--- src/hw/rtl/hdt_pkg.sv ---
`default_nettype none
package hdt_pkg;

    localparam logic [63:0] PI_Q62        = 64'hC90FDAA22168C235;
    localparam logic [63:0] RAD_K         = (PI_Q62 + 64'd900000000) / 64'd1800000000;
    localparam logic [63:0] INV_GAIN_Q31  = 64'd1304065748;
    localparam logic [23:0] EARTH_DIAM_M  = 24'd12742000;
    localparam logic [24:0] MAX_DIST_M    = 25'd20015087;

    localparam logic signed [33:0] DEG7_FULL    = 34'sd3600000000;
    localparam logic signed [33:0] DEG7_HALF    = 34'sd1800000000;
    localparam logic signed [33:0] DEG7_QUARTER = 34'sd900000000;

    localparam int FIFO_DEPTH = 4;
    localparam int FIFO_AW    = 2;

    typedef enum logic [1:0] {
        CFG_TARGET_LAT   = 2'd0,
        CFG_TARGET_LON   = 2'd1,
        CFG_TARGET_VALID = 2'd2
    } t_cfg_idx;

    typedef struct packed {
        logic        valid;
        logic [1:0]  index;
        logic [31:0] data;
    } t_cfg_wr;

    typedef struct packed {
        logic               no_target;
        logic signed [30:0] lat1;
        logic signed [30:0] lat2;
        logic signed [33:0] dlat;
        logic signed [33:0] dlon;
    } t_item;

    // atan(2^-i) in q62 from the arctangent series
    function automatic logic [63:0] atan_pow2_q62(input int unsigned i);
        logic [63:0] sum;
        logic [63:0] term;
        int unsigned e;
        sum = '0;
        if (i == 0) begin
            return (PI_Q62 + 64'd2) >> 2;
        end
        for (int unsigned k = 0; k < 32; k++) begin
            e = i * (2 * k + 1);
            if (e <= 62) begin
                term = (64'd1 << (62 - e)) / 64'(2 * k + 1);
                sum  = k[0] ? sum - term : sum + term;
            end
        end
        return sum;
    endfunction

    function automatic logic [63:0] step_angle(input int unsigned i, input int unsigned f);
        logic [63:0] t;
        t = atan_pow2_q62(i);
        return (t + (64'd1 << (61 - f))) >> (62 - f);
    endfunction

endpackage
`default_nettype wire

--- src/hw/rtl/hdt_front.sv ---
`default_nettype none
module hdt_front (
    input  wire logic               i_clk,
    input  wire logic               i_rst_n,
    input  wire hdt_pkg::t_cfg_wr   i_cfg,
    input  wire logic               i_valid,
    output logic                    o_ready,
    input  wire logic signed [30:0] i_lat,
    input  wire logic signed [31:0] i_lon,
    input  wire logic               i_full,
    output logic                    o_push,
    output hdt_pkg::t_item          o_item
);
    import hdt_pkg::*;

    logic signed [30:0] r_tlat;
    logic signed [31:0] r_tlon;
    logic               r_tvalid;
    logic               r_v;
    t_item              r_item;
    t_item              n_item;

    assign o_ready = !r_v || !i_full;
    assign o_push  = r_v && !i_full;
    assign o_item  = r_item;

    always_comb begin
        n_item.no_target = !r_tvalid;
        n_item.lat1      = i_lat;
        n_item.lat2      = r_tlat;
        n_item.dlat      = 34'(r_tlat) - 34'(i_lat);
        n_item.dlon      = 34'(r_tlon) - 34'(i_lon);
    end

    always_ff @(posedge i_clk) begin
        if (!i_rst_n) begin
            r_tlat   <= '0;
            r_tlon   <= '0;
            r_tvalid <= 1'b0;
            r_v      <= 1'b0;
        end else begin
            if (i_cfg.valid) begin
                unique case (i_cfg.index)
                    CFG_TARGET_LAT:   r_tlat   <= i_cfg.data[30:0];
                    CFG_TARGET_LON:   r_tlon   <= i_cfg.data;
                    CFG_TARGET_VALID: r_tvalid <= i_cfg.data[0];
                    default: ;
                endcase
            end
            if (i_valid && o_ready) begin
                r_v <= 1'b1;
            end else if (o_push) begin
                r_v <= 1'b0;
            end
        end
    end

    always_ff @(posedge i_clk) begin
        if (i_valid && o_ready) begin
            r_item <= n_item;
        end
    end
endmodule
`default_nettype wire

--- config.mk ---
export PLATFORM = sky130hd
export DESIGN_NAME = hdt_front
export DESIGN_NICKNAME = d
export VERILOG_FILES = /design/src/hw/rtl/hdt_pkg.sv /design/src/hw/rtl/hdt_front.sv
export SDC_FILE = /design/constraint.sdc
export NUM_CORES = 1
export LEC_CHECK = 0
export BUFFER_PORTS_ARGS = -buffer_cell sky130_fd_sc_hd__buf_2
export CAP_MARGIN = 10
export CORE_MARGIN = 8
export CORE_UTILIZATION = 55
export CTS_CLUSTER_SIZE = 8
export DETAILED_ROUTE_END_ITERATION = 12
export MAX_ROUTING_LAYER = met4
export PLACE_DENSITY_LB_ADDON = 0.05
export SYNTH_ARGS = -nofsm -noshare
export SYNTH_HDL_FRONTEND = slang
export SYNTH_SLANG_ARGS = --single-unit
--- constraint.sdc ---
create_clock -name i_clk -period 4.85 [get_ports i_clk]
set_input_delay 0.7275 -clock i_clk [delete_from_list [all_inputs] [get_ports i_clk]]
set_output_delay 0.7275 -clock i_clk [all_outputs]
set_load 0.01 [all_outputs]
* After elaboration in Yosys (flattened, before gate mapping)
Index checks and enable logic that the tools add are counted.
Word-level totals: bits in read-only memories 0, word-level logic and storage cells 26, register bits 196, memories 0, latch bits 0, RAM bits 0
Cells by class: mux-type cells 2, equal/unequal tests 2, reductions and logical operators 11, $add $sub $neg 2, div/mod/pow operators 0, magnitude comparators 0, $mul 0, shifts and indexed selects 0, bitwise operators 0
Operators by type and width (count):
- $sub 32x32->33 | 1
- $sub 31x31->32 | 1
- $reduce_and 2->1 | 3
- $logic_not 1->1 | 3
- $eq 2x1->1 const B | 1
- $eq 2x2->1 const B | 1
- $logic_and 1x1->1 | 2
- $logic_not 2->1 | 1
- $mux 1 | 2
- $reduce_bool 2->1 | 1
- $logic_or 1x1->1 | 1

* Longest topological paths before layout
depth in word-level cells 4, mapped depth 11, depth with buffers taken out 10

* Least setup slack after synthesis
No wires, ideal clock.
path kind input-to-reg, start point in i_full, end point reg r_item, in the netlist o_item[0], enable pin, stages on the path 2, required time 4347 ps, buffers on the path 0, slack 523 ps, arrival 3824 ps, path through nand2_1 -> and2_1
Between the ends: longest elaborated chain between the ends 3
Ends and longest elaborated chain:
- start, declared | line hdt_front.sv:10 | input wire logic i_full,
- $logic_not 1->1 | line hdt_front.sv:23 | assign o_ready = !r_v || !i_full;
- $logic_or 1x1->1 | line hdt_front.sv:23
- $logic_and 1x1->1 | line hdt_front.sv:59 | if (i_valid && o_ready) begin
- end signal, assigned | line hdt_front.sv:60 | r_item <= n_item;
- end, declared | line hdt_front.sv:20 | t_item r_item;
No other way between the ends. A chain may end at the register's enable or synchronous reset.

==> qor.yml <==
place:
  postPlaceCellArea_sq_um: 11430
  place_hpwl_microns: 19520
  gp_congestion: 0.8722
  port-buffer-count: 234
sta:
  rsz0062_at_grt: "no"
  fmax_mhz: 337.7
  tns_ns: 0
  hold_viol_final: 0
  drv_slew: 0
  whs_ns: 0.4676
  min_period_ns: 2.961
  fin_skew_ns: 0.01033
  tightest_slew_ns: 1.066
  maxSlewHeadroom: 0.2897
  setup_violations: 0
  fin_crit_sh: 0.6106
worst_setup_path:
  crit_type: "primary input to flop"
  rr_endpoint: "o_item[32]"
  regToRegSetupSlack_ns: 1.92
  end_kind: "flop"
  reg2reg_from: "r_tlon[0]"
  path_max_fanout: 4
  start_kind: "primary input"
  worst_ep_required_time_ns: 5.01
  arrival_ns: 3.13
  rr_worst_depth: 10
power_and_ir_drop:
  totalPowerFinal_uw: 3802
  p_clk_frac: 0.346
  p_per_area_nw_per_um2: 317.4
  power.switching_uw: 990.9
  swShare: 0.2606
  intPower_uw: 2811
  pwr-share-comb: 0.151
  vdd_drop_max_mv: 0.2462
  seq_power_share: 0.503
  p_leak_uw: 0.005320
yosys:
  yosys_warnings: 0
  syn_inst: 995
  synth.avg_cell_area_sq_um: 10.17
  synth_edf_count: 128
  synth-seq-cells: 193
  seq_area_frac_synth: 0.5087
  synth-async-reset-ratio: 0
  yosysUniqueCellTypes: 79
  synth_fp_nets: 1162
  netlist_area_sq_um: 10110
  synth-main-ff-cell: "edfxtp_1"
global_route:
  grt_pass1_wl_microns: 39100
  grt.overflow.total: 0
  grt_pass1_vias: 7588
  grt_max_degree: 66
  antenna_found_initial: 3
  grtUsageTotal: 0.2239
status:
  status: "finished, final reports clean"
layout:
  final_util: 0.6645
  finalInstanceArea_sq_um: 11980
  drive_gt1_frac: 0.2371
  synthToLayoutAreaGrowth_pct: 18.42
  nNetsFinal: 1377
detailed_routing:
  via_count: 7945
  drc: 0
  viasPerCell: 5.457
  postRouteAntennaNets: 0
  drtIter0Drc: 494
  wl_microns: 25570
  wl_per_cell_microns: 17.56
  first_pass_iters: 7
floorplan:
  rows: 49
  dieArea_sq_um: 22990
  start_util: 0.5612
  core_area_sq_um: 18020
  die_h_microns: 151.6
  die_w_microns: 151.6
  boundaryPins: 235
clock_network:
  numClockSinks: 193
  clock-root-buffer: "clkbuf_16"
  ctsHoldBuffers: 0
  cts_tree: "built"
  htreeDepth: 4
  clock_path_buffers: 2
  numCtsBuffers: 17
  path_clk_slew_ns: 0.07
  postCtsSetupRepairBufs: 0
  cts_resized: 0
  worstSkewPairLatency_ns: 0.43
hold_path:
  min_path_cells: 1
  whs_endpoint: "o_item[130]"
  holdCritStartpoint: "r_tvalid"
  hp-class: "flop to flop"
job:
  drv_cap: 0
==> cell usage after synthesis (3+ instances only) <==
cell,number,area share
nand2_1,171,0.063
nand3_1,16,0.0079
o21a_1,8,0.0059
edfxtp_1,128,0.38
o211ai_1,14,0.010
buf_4,4,0.0030
a211oi_1,6,0.0045
a21oi_1,60,0.030
nor3_1,8,0.0040
ha_1,63,0.078
xor2_1,15,0.013
clkbuf_1,29,0.011
nand4_1,6,0.0037
a311oi_1,3,0.0026
a31oi_1,12,0.0074
or3_1,3,0.0019
dfxtp_1,65,0.13
inv_1,80,0.030
nand2b_1,9,0.0056
a221oi_1,3,0.0026
nor2_1,48,0.018
and3_1,5,0.0031
a21o_1,21,0.016
nor2b_1,8,0.0049
a21boi_0,65,0.048
xnor2_1,33,0.029
o31ai_1,7,0.0052
o21ai_0,24,0.012
nor4_1,5,0.0031
and2_1,5,0.0031
buf_2,7,0.0035
==> placed cells by master (no fill, tap or decap), drive strengths merged, types with 6 or more instances in the layout <==
cell type	n
buf	238
nand2	171
edfxtp	128
inv	83
a21boi	66
dfxtp	65
ha	63
a21oi	61
nor2	48
xnor2	33
o21ai	27
a21o	23
clkbuf	18
nand3	16
xor2	15
o211ai	14
a31oi	13
nand2b	9
o21a	9
clkinv	9
nor2b	8
nor3	8
o31ai	8
a211oi	8
and3	7
nand4	6
nor4	6
and2	6
==> power groups by stage <==
stage / Combinational [uW] / Sequential, uW / Clock [uW]
global route: 633 / 1920 / 1400
global placement: 569 / 1950 / 0
detailed placement: 572 / 1950 / 0
floorplan: 319 / 1990 / 0
finish: 575 / 1910 / 1320
CTS: 577 / 1910 / 1340
==> cell families after synthesis <==
| family | share of synthesized area |
|---|---|
| flip-flops | 0.5087 |
| adder cells (fa/ha/maj) | 0.08189 |
| AO/OA/AOI/OAI | 0.1857 |
| XOR/XNOR | 0.04156 |
| AND/OR/NAND/NOR | 0.1321 |
| buffers and inverters | 0.04787 |
| multiplexers | 0.002226 |
==> critical path, stage by stage <==
cell and delay, ns:
buf_2 0.10, ha_1 0.22, fa_1 0.41, nand2b_1 0.20
a21o_1 0.19, a21oi_1 0.37, nor4_2 0.12, o32ai_1 0.51
o21ba_1 0.21, o31ai_1 0.07
==> routing by layer <==
metal / GRT usage / part of all wire / vias up / routed length [microns]
met5: - / 0 / - / 0
met4: 0.06761 / 0.011 / 0 / 287
met3: 0.03802 / 0.065 / 23 / 1666
met2: 0.3422 / 0.46 / 272 / 11680
met1: 0.3012 / 0.47 / 3672 / 11940
li1: - / - / 3978 / -
==> per-stage QoR <==
step | std cells | setup slack [ns]
after global routing | 1455 | 1.783
after global placement | 1420 | 1.508
after detailed placement | 1420 | 1.513
after CTS | 1452 | 1.945
final | 1456 | 1.889
after floorplan | 995 | 0.5233
==> flip-flops by register name, indices dropped and copies added, names as in the netlist <==
name	flops
o_item	128
r_tvalid	1
r_v	1
r_tlon	32
r_tlat	31
==> worst max path at each step <==
stage	from	endpoint	slack, ns	depth (start not counted)
final	i_lon[0]	o_item[32]	1.89	10
after global routing	i_lon[0]	o_item[32]	1.78	10
after CTS	i_lon[0]	o_item[32]	1.94	10
after detailed placement	i_lon[0]	o_item[32]	1.51	10
after global placement	i_lon[0]	o_item[30]	1.51	10
after floorplan	i_full	o_item[0]	0.52	2
==> cell type report <==
cell class | instances | area, sq um
clock buffers | 18 | 429.2
well taps | 229 | 286.5
multi-input cells | 680 | 4493
flip-flops and latches | 193 | 5145
repair buffers | 238 | 1201
diodes | 4 | 10.01
inverters | 80 | 300.3
clock inverters | 14 | 112.6
fillers | 1560 | 6047
Note: power is estimated with default switching activity, not from simulation.
