==> config.mk <==
export PLATFORM = sky130hd
export DESIGN_NAME = hdt_fifo
export DESIGN_NICKNAME = d
export VERILOG_FILES = /design/src/hw/rtl/hdt_pkg.sv /design/src/hw/rtl/hdt_fifo.sv
export SDC_FILE = /design/constraint.sdc
export NUM_CORES = 1
export LEC_CHECK = 0
export BUFFER_PORTS_ARGS = -buffer_cell sky130_fd_sc_hd__buf_2
export CORE_ASPECT_RATIO = 0.6
export CORE_MARGIN = 4
export CORE_UTILIZATION = 30
export DETAILED_ROUTE_END_ITERATION = 6
export PLACE_DENSITY = 0.58
export REMOVE_ABC_BUFFERS = 1
export SKIP_CTS_REPAIR_TIMING = 1
export SLEW_MARGIN = 15
export SYNTH_ARGS = -nofsm -noshare
export SYNTH_HDL_FRONTEND = slang
export SYNTH_SLANG_ARGS = --single-unit
==> constraint.sdc <==
create_clock -name i_clk -period 7.4 [get_ports i_clk]
set_input_delay 0.37 -clock i_clk [delete_from_list [all_inputs] [get_ports i_clk]]
set_output_delay 0.37 -clock i_clk [all_outputs]
set_load 0.005 [all_outputs]
==> src/hw/rtl/hdt_pkg.sv <==
`default_nettype none
package hdt_pkg;

    localparam logic [63:0] PI_Q62        = 64'hC90FDAA22168C235;
    localparam logic [63:0] RAD_K         = (PI_Q62 + 64'd900000000) / 64'd1800000000;
    localparam logic [63:0] INV_GAIN_Q31  = 64'd1304065748;
    localparam logic [23:0] EARTH_DIAM_M  = 24'd12742000;
    localparam logic [24:0] MAX_DIST_M    = 25'd20015087;

    localparam logic signed [33:0] DEG7_FULL    = 34'sd3600000000;
    localparam logic signed [33:0] DEG7_HALF    = 34'sd1800000000;
    localparam logic signed [33:0] DEG7_QUARTER = 34'sd900000000;

    localparam int FIFO_DEPTH = 4;
    localparam int FIFO_AW    = 2;

    typedef enum logic [1:0] {
        CFG_TARGET_LAT   = 2'd0,
        CFG_TARGET_LON   = 2'd1,
        CFG_TARGET_VALID = 2'd2
    } t_cfg_idx;

    typedef struct packed {
        logic        valid;
        logic [1:0]  index;
        logic [31:0] data;
    } t_cfg_wr;

    typedef struct packed {
        logic               no_target;
        logic signed [30:0] lat1;
        logic signed [30:0] lat2;
        logic signed [33:0] dlat;
        logic signed [33:0] dlon;
    } t_item;

    // atan(2^-i) in q62 from the arctangent series
    function automatic logic [63:0] atan_pow2_q62(input int unsigned i);
        logic [63:0] sum;
        logic [63:0] term;
        int unsigned e;
        sum = '0;
        if (i == 0) begin
            return (PI_Q62 + 64'd2) >> 2;
        end
        for (int unsigned k = 0; k < 32; k++) begin
            e = i * (2 * k + 1);
            if (e <= 62) begin
                term = (64'd1 << (62 - e)) / 64'(2 * k + 1);
                sum  = k[0] ? sum - term : sum + term;
            end
        end
        return sum;
    endfunction

    function automatic logic [63:0] step_angle(input int unsigned i, input int unsigned f);
        logic [63:0] t;
        t = atan_pow2_q62(i);
        return (t + (64'd1 << (61 - f))) >> (62 - f);
    endfunction

endpackage
`default_nettype wire

==> src/hw/rtl/hdt_fifo.sv <==
`default_nettype none
module hdt_fifo (
    input  wire logic          i_clk,
    input  wire logic          i_rst_n,
    input  wire logic          i_push,
    input  wire hdt_pkg::t_item i_data,
    output logic               o_full,
    input  wire logic          i_pop,
    output logic               o_valid,
    output hdt_pkg::t_item     o_data
);
    import hdt_pkg::*;

    t_item              r_mem [FIFO_DEPTH];
    logic [FIFO_AW-1:0] r_wp, r_rp;
    logic [FIFO_AW:0]   r_cnt;

    assign o_full  = (r_cnt == (FIFO_AW+1)'(FIFO_DEPTH));
    assign o_valid = (r_cnt != '0);
    assign o_data  = r_mem[r_rp];

    always_ff @(posedge i_clk) begin
        if (!i_rst_n) begin
            r_wp  <= '0;
            r_rp  <= '0;
            r_cnt <= '0;
        end else begin
            if (i_push) begin
                r_wp <= r_wp + 1'b1;
            end
            if (i_pop) begin
                r_rp <= r_rp + 1'b1;
            end
            if (i_push && !i_pop) begin
                r_cnt <= r_cnt + 1'b1;
            end else if (!i_push && i_pop) begin
                r_cnt <= r_cnt - 1'b1;
            end
        end
    end

    always_ff @(posedge i_clk) begin
        if (i_push) begin
            r_mem[r_wp] <= i_data;
        end
    end
endmodule
`default_nettype wire

Yosys cells after proc, flatten, opt, wreduce, memory -nomap -nowiden
Memory sizes are Yosys's and may differ from the RTL's. A register that Yosys moved wholly into a read port is not among the register bits. Index checks and enable logic that the tools add are counted.

Memories kept: 1. Word-level logic and storage cells: 21. Bits in writable memories: 524. Register bits: 7. Input bits: 135.

Mux-type cells: 6. Reductions and logical operators: 6. Add/subtract/negate cells: 4. Equal/unequal tests: 1.

Memory list: r_mem (depth 4, width 131, read ports 1, clocked after Yosys merged registers in 1, write ports 1, RTL line hdt_fifo.sv:14) `t_item r_mem [FIFO_DEPTH];`.

Operator list (number): 3-bit 2-to-1 mux (2); 2-bit by 1-bit adder with 2-bit output, second input constant (2); 2-bit 2-to-1 mux (2); 3-bit by 1-bit adder with 3-bit output, second input constant (1); 3-bit == test, second input constant (1); 3-bit nonzero test (1); 3-bit by 1-bit subtractor with 3-bit output, second input constant (1); 1-bit logical AND (2); 1-bit logical NOT (2); 1-bit 2-to-1 mux (2); 2-bit nonzero test (1).

Logic depth before layout (Yosys ltp)
Gate-level depths: netlist of the first run.

Word-level depth: 4. Mapped depth: 7. Mapped depth without buffers: 7.

Worst setup path before layout of the first run
Ideal clock, no wire load.

Path type: register to register. From: register r_wp[0]. To: memory r_mem[0][0] in the netlist's numbering (enable). Path slack: 3.349 ns. Arrival: 3.546 ns. Cell stages (with the launch flop): 4. Path buffers: 0. Required time: 6.895 ns. Cell sequence: dfxtp_1 -> inv_1 -> ha_1 -> and2_1.

RTL lines: from (decl) (RTL line hdt_fifo.sv:15) `logic [FIFO_AW-1:0] r_wp, r_rp;`; from (signal assigned) (RTL line hdt_fifo.sv:29) `r_wp <= r_wp + 1'b1;`; to (decl) (RTL line hdt_fifo.sv:14).

No word-level cell before the write port.

==> results of run 1 <==
## metal layers
layer / part of all wire / routed length, um / vias to the layer above
met2: 0.47 / 19100 / 233
li1: - / - / 4016
met3: 0.073 / 2980 / 60
met4: 0.018 / 719 / 2
met1: 0.44 / 18100 / 4772
met5: 0.00032 / 13 / -
## cell type report
| type | instances | area [um^2] |
|---|---|---|
| fillers | 5691 | 38600 |
| flip-flops and latches | 533 | 15900 |
| clock buffers | 67 | 1400 |
| diodes | 3 | 7.51 |
| clock inverters | 27 | 270 |
| inverters | 4 | 15.0 |
| multi-input cells | 161 | 3210 |
| well taps | 839 | 1050 |
| repair buffers | 408 | 2750 |
## through the flow
stage / area [um^2] / cells / util / setup slack, ps / hold slack (ps)
floorplan: 19100 / 698 / - / 960 / 467
global placement: 21600 / 1815 / 0.342 / 4370 / 495
detailed placement: 21600 / 1815 / 0.342 / 4360 / 500
CTS: 23300 / 1909 / 0.369 / 3690 / -60.5
global route: 24600 / 2041 / 0.389 / 3580 / 1.11
finish: 24600 / 2042 / 0.389 / 3950 / 28.2
## worst register-to-register path, stage by stage, from the launching register on
cell and delay (ps):
dfxtp_1 350, inv_1 100, ha_1 160, and2_4 470, buf_4 780
## power groups by stage
| stage | Clock (uW) | Sequential [uW] | Combinational, uW |
|---|---|---|---|
| detailed placement | 0 | 3590 | 588 |
| global placement | 0 | 3580 | 581 |
| CTS | 2680 | 3520 | 590 |
| finish | 2590 | 3520 | 625 |
| floorplan | 0 | 3620 | 310 |
| global route | 2830 | 3530 | 685 |
## cells in the mapped netlist, drive strengths merged
library cell  number
a21boi             1
and2               9
buf               26
clkbuf             4
dfxtp              9
edfxtp           524
fa                 1
ha                 5
inv                4
mux2i              2
mux4             131
nand2              1
nor2b              2
nor3b              1
o21ai              1
or3                2
xnor2              2
xor2               3
## flip-flops by register name (all words and copies together) (netlist names), named ones only
name   count
r_wp       2
r_rp       2
r_mem    524
r_cnt      3
## cells by family after synthesis
| logic type | Yosys count | share of synthesized area |
|---|---|---|
| flip-flops | 533 | 0.822 |
| buffers and inverters | 34 | 0.0122 |
| AO/OA/AOI/OAI | 2 | 0.000646 |
| multiplexers | 133 | 0.153 |
| XOR/XNOR | 5 | 0.00226 |
| AND/OR/NAND/NOR | 15 | 0.00478 |
| adder cells (fa/ha/maj) | 6 | 0.00427 |
## worst paths after layout
check                           startpoint            to  slack, ps  cells past startpoint
worst max register to register     r_wp[0]  r_mem[2][23]       5110                      4
worst max-delay path                  flop    o_data[25]       3950                      3
worst min-delay path            i_data[97]  r_mem[2][97]         30                      1
worst min register to register    r_cnt[2]      r_cnt[2]        510                      2
==> impl_metrics.yaml, run 1 <==
worst_setup_path:
  worstSetupPathType: "flop to output port"
  required_ps: 7030
  crit_family: "flip-flops"
  start_kind: "flop"
  cpMaxStageDelayCell: "dfxtp_4"
  crit_buf_inv: 2
  end_kind: "output port"
  cp_data_arrival_time_ps: 3080
  cp_cell_sequence: "buf_4, mux4_2, buf_2"
  crit_fanout: 41
  max_stage_delay_ps: 940
clock_tree:
  clk_pin_slew_ps: 60
  clk_latency_ps: 570
  cts_buffers: 50
  clock-sinks: 533
  cts-root-buf: "clkbuf_16"
  clockBufferDepth: 3
  cts_tree: "yes"
  h-tree-depth: 2
yosys:
  syn_avg_cell_area_um2: 26.6
  yosysWarnings: 0
  synth_top_area_share: 0.813
  synth_area_leaders: "edfxtp_1 81%, mux4_2 15%, dfxtp_1 0.93%, buf_6 0.58%, buf_2 0.36%"
  synth_top_cell_by_area: "edfxtp_1"
  synth-seq-area-share: 0.822
  syn_inst: 728
  ys_types: 21
  netlist_area_um2: 19400
  ys_ff_latch: 533
sta:
  setup_tns_ps: 0
  setup_viol: 0
  rsz0062_at_grt: "false"
  drv_slew: 0
  hold_viol: 0
  period_needed_ps: 3450
  fmax_mhz: 290
  fin_skew_ps: 12.6
  relSlewSlack: 0.360
  min_period_over_period: 0.466
  tightestPinTransition_ps: 961
floorplan:
  ios: 268
  core.rowCount: 71
  core_region_area_um2: 63300
  die-area_um2: 68800
  die_width_um: 336
  initial_core_util: 0.306
  dieHeight_um: 205
routing:
  drt_iter0_drc: 614
  drc: 0
  routed_via_density: 4.45
  wirelength_um: 40900
  wl_per_cell_um: 20.0
  vias: 9083
  first_pass_iters: 4
  drtAntennaViolNets: 0
pwr:
  seq_power_share: 0.522
  p_leak_uw: 0.00822
  power_uw: 6740
  internal_power_uw: 5300
  ir_drop_mv: 0.193
  pwr-share-comb: 0.093
  swShare: 0.214
  p_per_area_nw_per_um2: 274
  p_clk_frac: 0.385
  p_switching_uw: 1440
global_routing:
  grt_use_met3: 0.0471
  busiest_layer: "met2"
  grt.overflow.total: 0
  grt_use_met1: 0.151
  first_global_vias: 9345
  grt_usage: 0.116
  grt_max_degree: 93
  met2_usage: 0.181
  grt_pass1_wl_um: 59800
  antenna_found_initial: 4
placement:
  routabilityCongestion: 0.692
  hpwl_um: 23100
  io_buffers: 267
run:
  maxCapViolations: 0
cells_and_area:
  syn2layout_area_growth_pct: 27.2
  drive_gt1_frac: 0.408
  final_common_cell: "edfxtp_1"
  final_cell_mix: "524 x edfxtp_1, 267 x buf_2, 131 x mux4_2, 130 x dlygate4sd3_1, 53 x clkbuf_16"
  final_nets: 1299
worst_hold_path:
  hold_path.class: "input pin to flop"
status:
  outcome: "complete, no violations"
Power figures use the tool's default switching activity.
==> run 2: changes to the inputs <==
- PLACE_DENSITY: 0.58 -> 0.6
- clock period: 7.4 -> 3.1 ns (I/O delays scaled with it)
==> run 2 against run 1 <==
  * Register-to-register slack got worse by 3900 ps
  * Hold slack better by 300 ps
  * Largest power group unchanged
  * Clock power grew 120%
  * Total power up 130%
  * Non-clock buffer count rose by 30
  * Setup slack got worse by 3300 ps
  * Routed wire length is 2.2% lower
  * Core utilization rose by 0.44 points
  * Combinational power grew to 2.6 times the previous value
  * Highest routed layer unchanged
  * Cell area grew 1.1%
  * Critical endpoint is now o_data[35]
  * Critical path type unchanged
==> impl_metrics.yaml, run 2 (synthesis gave the netlist of run 1 again) <==
worst_hold_path:
  hold_path.class: "input pin to flop"
  holdPathStages: 2
sta:
  drv_slew: 0
  relSlewSlack: 0.549
  hold_viol: 0
  finalWorstSetupSlack_ps: 614
  fin_skew_ps: 13.5
  fmax_mhz: 402
  period_needed_ps: 2490
  rsz0062_at_grt: "false"
  setup_tns_ps: 0
  tightestPinTransition_ps: 677
  setup_viol: 0
  min_period_over_period: 0.802
pwr:
  seq_power_share: 0.533
  power_uw: 15700
  p_switching_uw: 3430
  pwr-share-comb: 0.101
  p_leak_uw: 0.00836
  p_clk_frac: 0.365
  p_per_area_nw_per_um2: 631
  swShare: 0.218
  internal_power_uw: 12300
  ir_drop_mv: 0.369
cells_and_area:
  syn2layout_area_growth_pct: 28.7
  final_common_cell: "edfxtp_1"
  reg_top3: "r_mem x524, r_cnt x3"
  multiInputGateArea_um2: 3210
  final_core_util: 0.394
  drive_gt1_frac: 0.419
  design_area_um2: 24900
  final_nets: 1328
  largest_reg_flops: 524
  final_cell_mix: "524 x edfxtp_1, 267 x buf_2, 134 x dlygate4sd3_1, 131 x mux4_2, 51 x clkbuf_16"
  fillers: 5649
  regArea_um2: 15900
  top_register: "r_mem"
global_routing:
  antenna_found_initial: 3
  first_global_vias: 9302
  grt_max_degree: 70
  grt.overflow.total: 0
  grt_usage: 0.112
  grt_pass1_wl_um: 58400
floorplan:
  core_region_area_um2: 63300
  dieHeight_um: 205
  initial_core_util: 0.306
  die-area_um2: 68800
  ios: 268
  core.rowCount: 71
  die_width_um: 336
clock_tree:
  clockBufferDepth: 3
  clk_latency_ps: 590
  h-tree-depth: 2
  cts_buffers: 49
  clock-sinks: 533
  clk_pin_slew_ps: 60
  cts-root-buf: "clkbuf_16"
  cts_tree: "yes"
placement:
  io_buffers: 267
  routabilityCongestion: 0.716
  dpl_cell_area_um2: 22000
  hpwl_um: 24600
  pre_cts_slack_ps: 1170
worst_setup_path:
  end_kind: "output port"
  crit_fanout: 21
  start_kind: "flop"
  cp_data_arrival_time_ps: 2330
  required_ps: 2940
  worstSetupPathType: "flop to output port"
  worst-r2r-cell-count: 4
routing:
  first_pass_iters: 4
  drc: 0
  wl_per_cell_um: 19.3
  drt_iter0_drc: 556
  routed_via_density: 4.41
  vias: 9130
  drtAntennaViolNets: 0
  wirelength_um: 40000
run:
  maxCapViolations: 0
status:
  outcome: "complete, no violations"
-- run 2: metrics by stage --
step | hold slack (ps) | cells
2_1_floorplan | 254 | 698
6_report | 329 | 2070
5_1_grt | 276 | 2069
4_1_cts | -282 | 1933
3_3_place_gp | 365 | 1841
3_5_place_dp | 371 | 1841
-- run 2: final timing paths --
| kind | from | slack, ps | endpoint |
|---|---|---|---|
| max | flop | 610 | o_data[35] |
| min | i_data[105] | 330 | r_mem[3][105] |
| min reg2reg | r_cnt[2] | 520 | r_cnt[2] |
| max reg2reg | r_wp[0] | 1250 | r_mem[0][34] |
-- run 2: cell type report --
type,instances,area share
Clock inverter,32,0.00854
Timing Repair Buffer,438,0.127
Clock buffer,60,0.0526
Sequential cell,533,0.640
Tap cell,839,0.0422
Antenna cell,3,0.000302
Multi-Input combinational cell,161,0.129
Inverter,4,0.000603
-- run 2: critical path, cell delays in order, from the launching register on --
cell and delay, ps:
dfxtp_4 530, buf_12 270, buf_12 210, mux4_2 540, buf_2 150
-- run 2: routing by layer --
metal	up-vias	global-route usage	part of all wire
met5	-	0	0.00043
met4	2	0.0324	0.021
met3	68	0.0429	0.073
met2	228	0.168	0.45
met1	4756	0.154	0.46
li1	4076	-	-
-- run 2: power by group through the flow --
stage / combinational [uW] / sequential [uW] / clock [uW]
2_1_floorplan: 740 / 8640 / 0
3_3_place_gp: 1470 / 8520 / 0
3_5_place_dp: 1490 / 8540 / 0
4_1_cts: 1500 / 8380 / 5970
5_1_grt: 1740 / 8400 / 6310
6_report: 1600 / 8380 / 5750
==> run 3: changes to the inputs <==
- ABC_AREA: unset -> 1
- clock period: 3.1 -> 2.1 ns (I/O delays scaled with it)
==> run 3 against run 2 <==
  * The run now ends with setup timing left
  * Sequential power is 47% higher
  * Routed wire length up 38%
  * Total power up 51%
  * Non-clock buffer count grew 84
  * Count of clock-buffer cells in the layout up 4
  * Hold slack worse by 64 ps
  * Clock power is 51% higher
  * Global-route usage grew 2.1 points
  * Synthesized cell count is 82% higher
  * Via count is 43% higher
  * Combinational power rose by 73%
  * Cell count rose by 32%
  * Critical endpoint is now o_data[88]
  * Largest cell class unchanged
==> impl_metrics.yaml, run 3 <==
status:
  outcome: "complete, but fails checks"
  violations: "setup timing"
worst_setup_path:
  crit_fanout: 11
  cp_data_arrival_time_ps: 2000
  timing.rr.start: "r_wp[0]"
  end_kind: "output port"
  start_kind: "flop"
  required_ps: 2000
  worstSetupPathType: "flop to output port"
yosys:
  synth_top_area_share: 0.793
  yosys-top-cells-count: "524 x edfxtp_1, 268 x nor2_1, 196 x o21ai_0, 131 x o22ai_1, 72 x o21ai_1"
  ys_types: 22
  synth_top_family_by_area: "compound AO/OA/AOI/OAI gates"
  syn_avg_cell_area_um2: 15.0
  yosys_most_used_dff: "edfxtp_1"
  yosysWarnings: 0
  yosys.area_share.adder: 0.00416
  synthArstFlopShare: 0
  synth_top_cell_by_area: "edfxtp_1"
  syn_inst: 1325
  yosysMostFrequentCell: "edfxtp_1"
  synth_area_leaders: "edfxtp_1 79%, nor2_1 5.1%, o21ai_0 4.9%, o22ai_1 4.1%, o21ai_1 1.8%"
  synth_compound_area_frac: 0.110
  synth-seq-area-share: 0.802
  yosys.area_share.xor_xnor: 0
  synth_edf_count: 524
  synthMuxAreaShare: 0
  netlist_area_um2: 19800
  ys_ff_latch: 533
  yosys.area_share.simple: 0.0534
clock_tree:
  cts_tree: "yes"
  cts-root-buf: "clkbuf_16"
  clock-sinks: 533
  cts_buffers: 49
  clk_latency_ps: 590
  clockBufferDepth: 3
  h-tree-depth: 2
  clk_pin_slew_ps: 70
global_routing:
  grt.overflow.total: 0
  grt_max_degree: 78
  grt_usage: 0.134
  antenna_found_initial: 5
  first_global_vias: 12000
  grt_pass1_wl_um: 73300
routing:
  routed_via_density: 4.77
  drt_iter0_drc: 994
  first_pass_iters: 5
  drtAntennaViolNets: 0
  drc: 0
  wl_per_cell_um: 20.1
  vias: 13100
  wirelength_um: 55000
sta:
  fin_skew_ps: 22.3
  setup_viol: 1
  hold_viol: 0
  tightestPinTransition_ps: 546
  relSlewSlack: 0.636
  rsz0062_at_grt: "true"
  period_needed_ps: 2100
  fmax_mhz: 476
  finalWorstSetupSlack_ps: -1.17
  min_period_over_period: 1.00
  drv_slew: 0
floorplan:
  ios: 268
  core.rowCount: 72
  die-area_um2: 70500
  core_region_area_um2: 65000
  die_width_um: 340
  initial_core_util: 0.306
  dieHeight_um: 207
cells_and_area:
  reg_top3: "r_mem x524, r_cnt x3"
  final_cell_mix: "524 x edfxtp_1, 268 x nor2_1, 267 x buf_2, 175 x o21ai_0, 134 x dlygate4sd3_1"
  final_common_cell: "edfxtp_1"
  top_register: "r_mem"
  syn2layout_area_growth_pct: 33.9
  final_core_util: 0.409
  drive_gt1_frac: 0.266
  final_nets: 1954
  largest_reg_flops: 524
pwr:
  power_uw: 23700
  ir_drop_mv: 0.493
  p_leak_uw: 0.00939
  p_per_area_nw_per_um2: 893
placement:
  routabilityCongestion: 0.736
  hpwl_um: 30200
  io_buffers: 267
  pre_cts_slack_ps: 334
worst_hold_path:
  min_from: "i_data[40]"
  hold_path.class: "input pin to flop"
run:
  maxCapViolations: 0
run 3: critical path, cell delays in order, from the launching register on:
cell and delay, ps:
dfxtp_4 490, buf_4 180, clkbuf_16 160, o21ai_0 120
o22ai_2 280, buf_2 180
run 3: where the power goes:
part           internal, uW  switching (uW)  total [uW]
clock                  4930            3770        8700
combinational          1190            1580        2770
sequential            12200             114       12300
run 3: layer usage:
layer	global-route usage	routed length, um	vias to the layer above	part of all wire
met5	0	21	-	0.00038
met4	0.0307	772	4	0.014
li1	-	-	6016	-
met2	0.207	25300	460	0.46
met1	0.187	24900	6532	0.45
met3	0.0374	4030	61	0.073
run 3: final cells by class:
class	count	area [um^2]
fill	5906	38400
sequential	533	15900
timing repair buffer	522	4380
multi-input combinational	690	3500
clock buffer	64	1330
tap	888	1110
clock inverter	23	218
inverter	17	108
antenna	5	12.5
run 3: kinds of logic (layout without fill, tap and decap cells):
group,after synthesis,in the layout
other,0,5
DFF,533,533
and+or+nand+nor,281,281
buffers and inverters,102,626
adders and majority gates,6,6
AOI/OAI and AO/OA,403,403
run 3: path summary, 6_finish.rpt:
path,endpoint,slack (ps),cells past startpoint
min,r_mem[3][40],270,2
min reg2reg,flop,430,1
max,o_data[88],-1,5
max reg2reg,r_mem[0][1],380,5
run 3: metrics by stage:
stage	hold WS (ps)	cells	cell area, um^2	setup TNS, ps
floorplan	204	1240	19300	-1357880
global placement	314	2474	22700	0
detailed placement	321	2474	22700	0
CTS	-325	2561	24200	-15830
global route	242	2739	26600	-2530
finish	265	2742	26600	-1.17
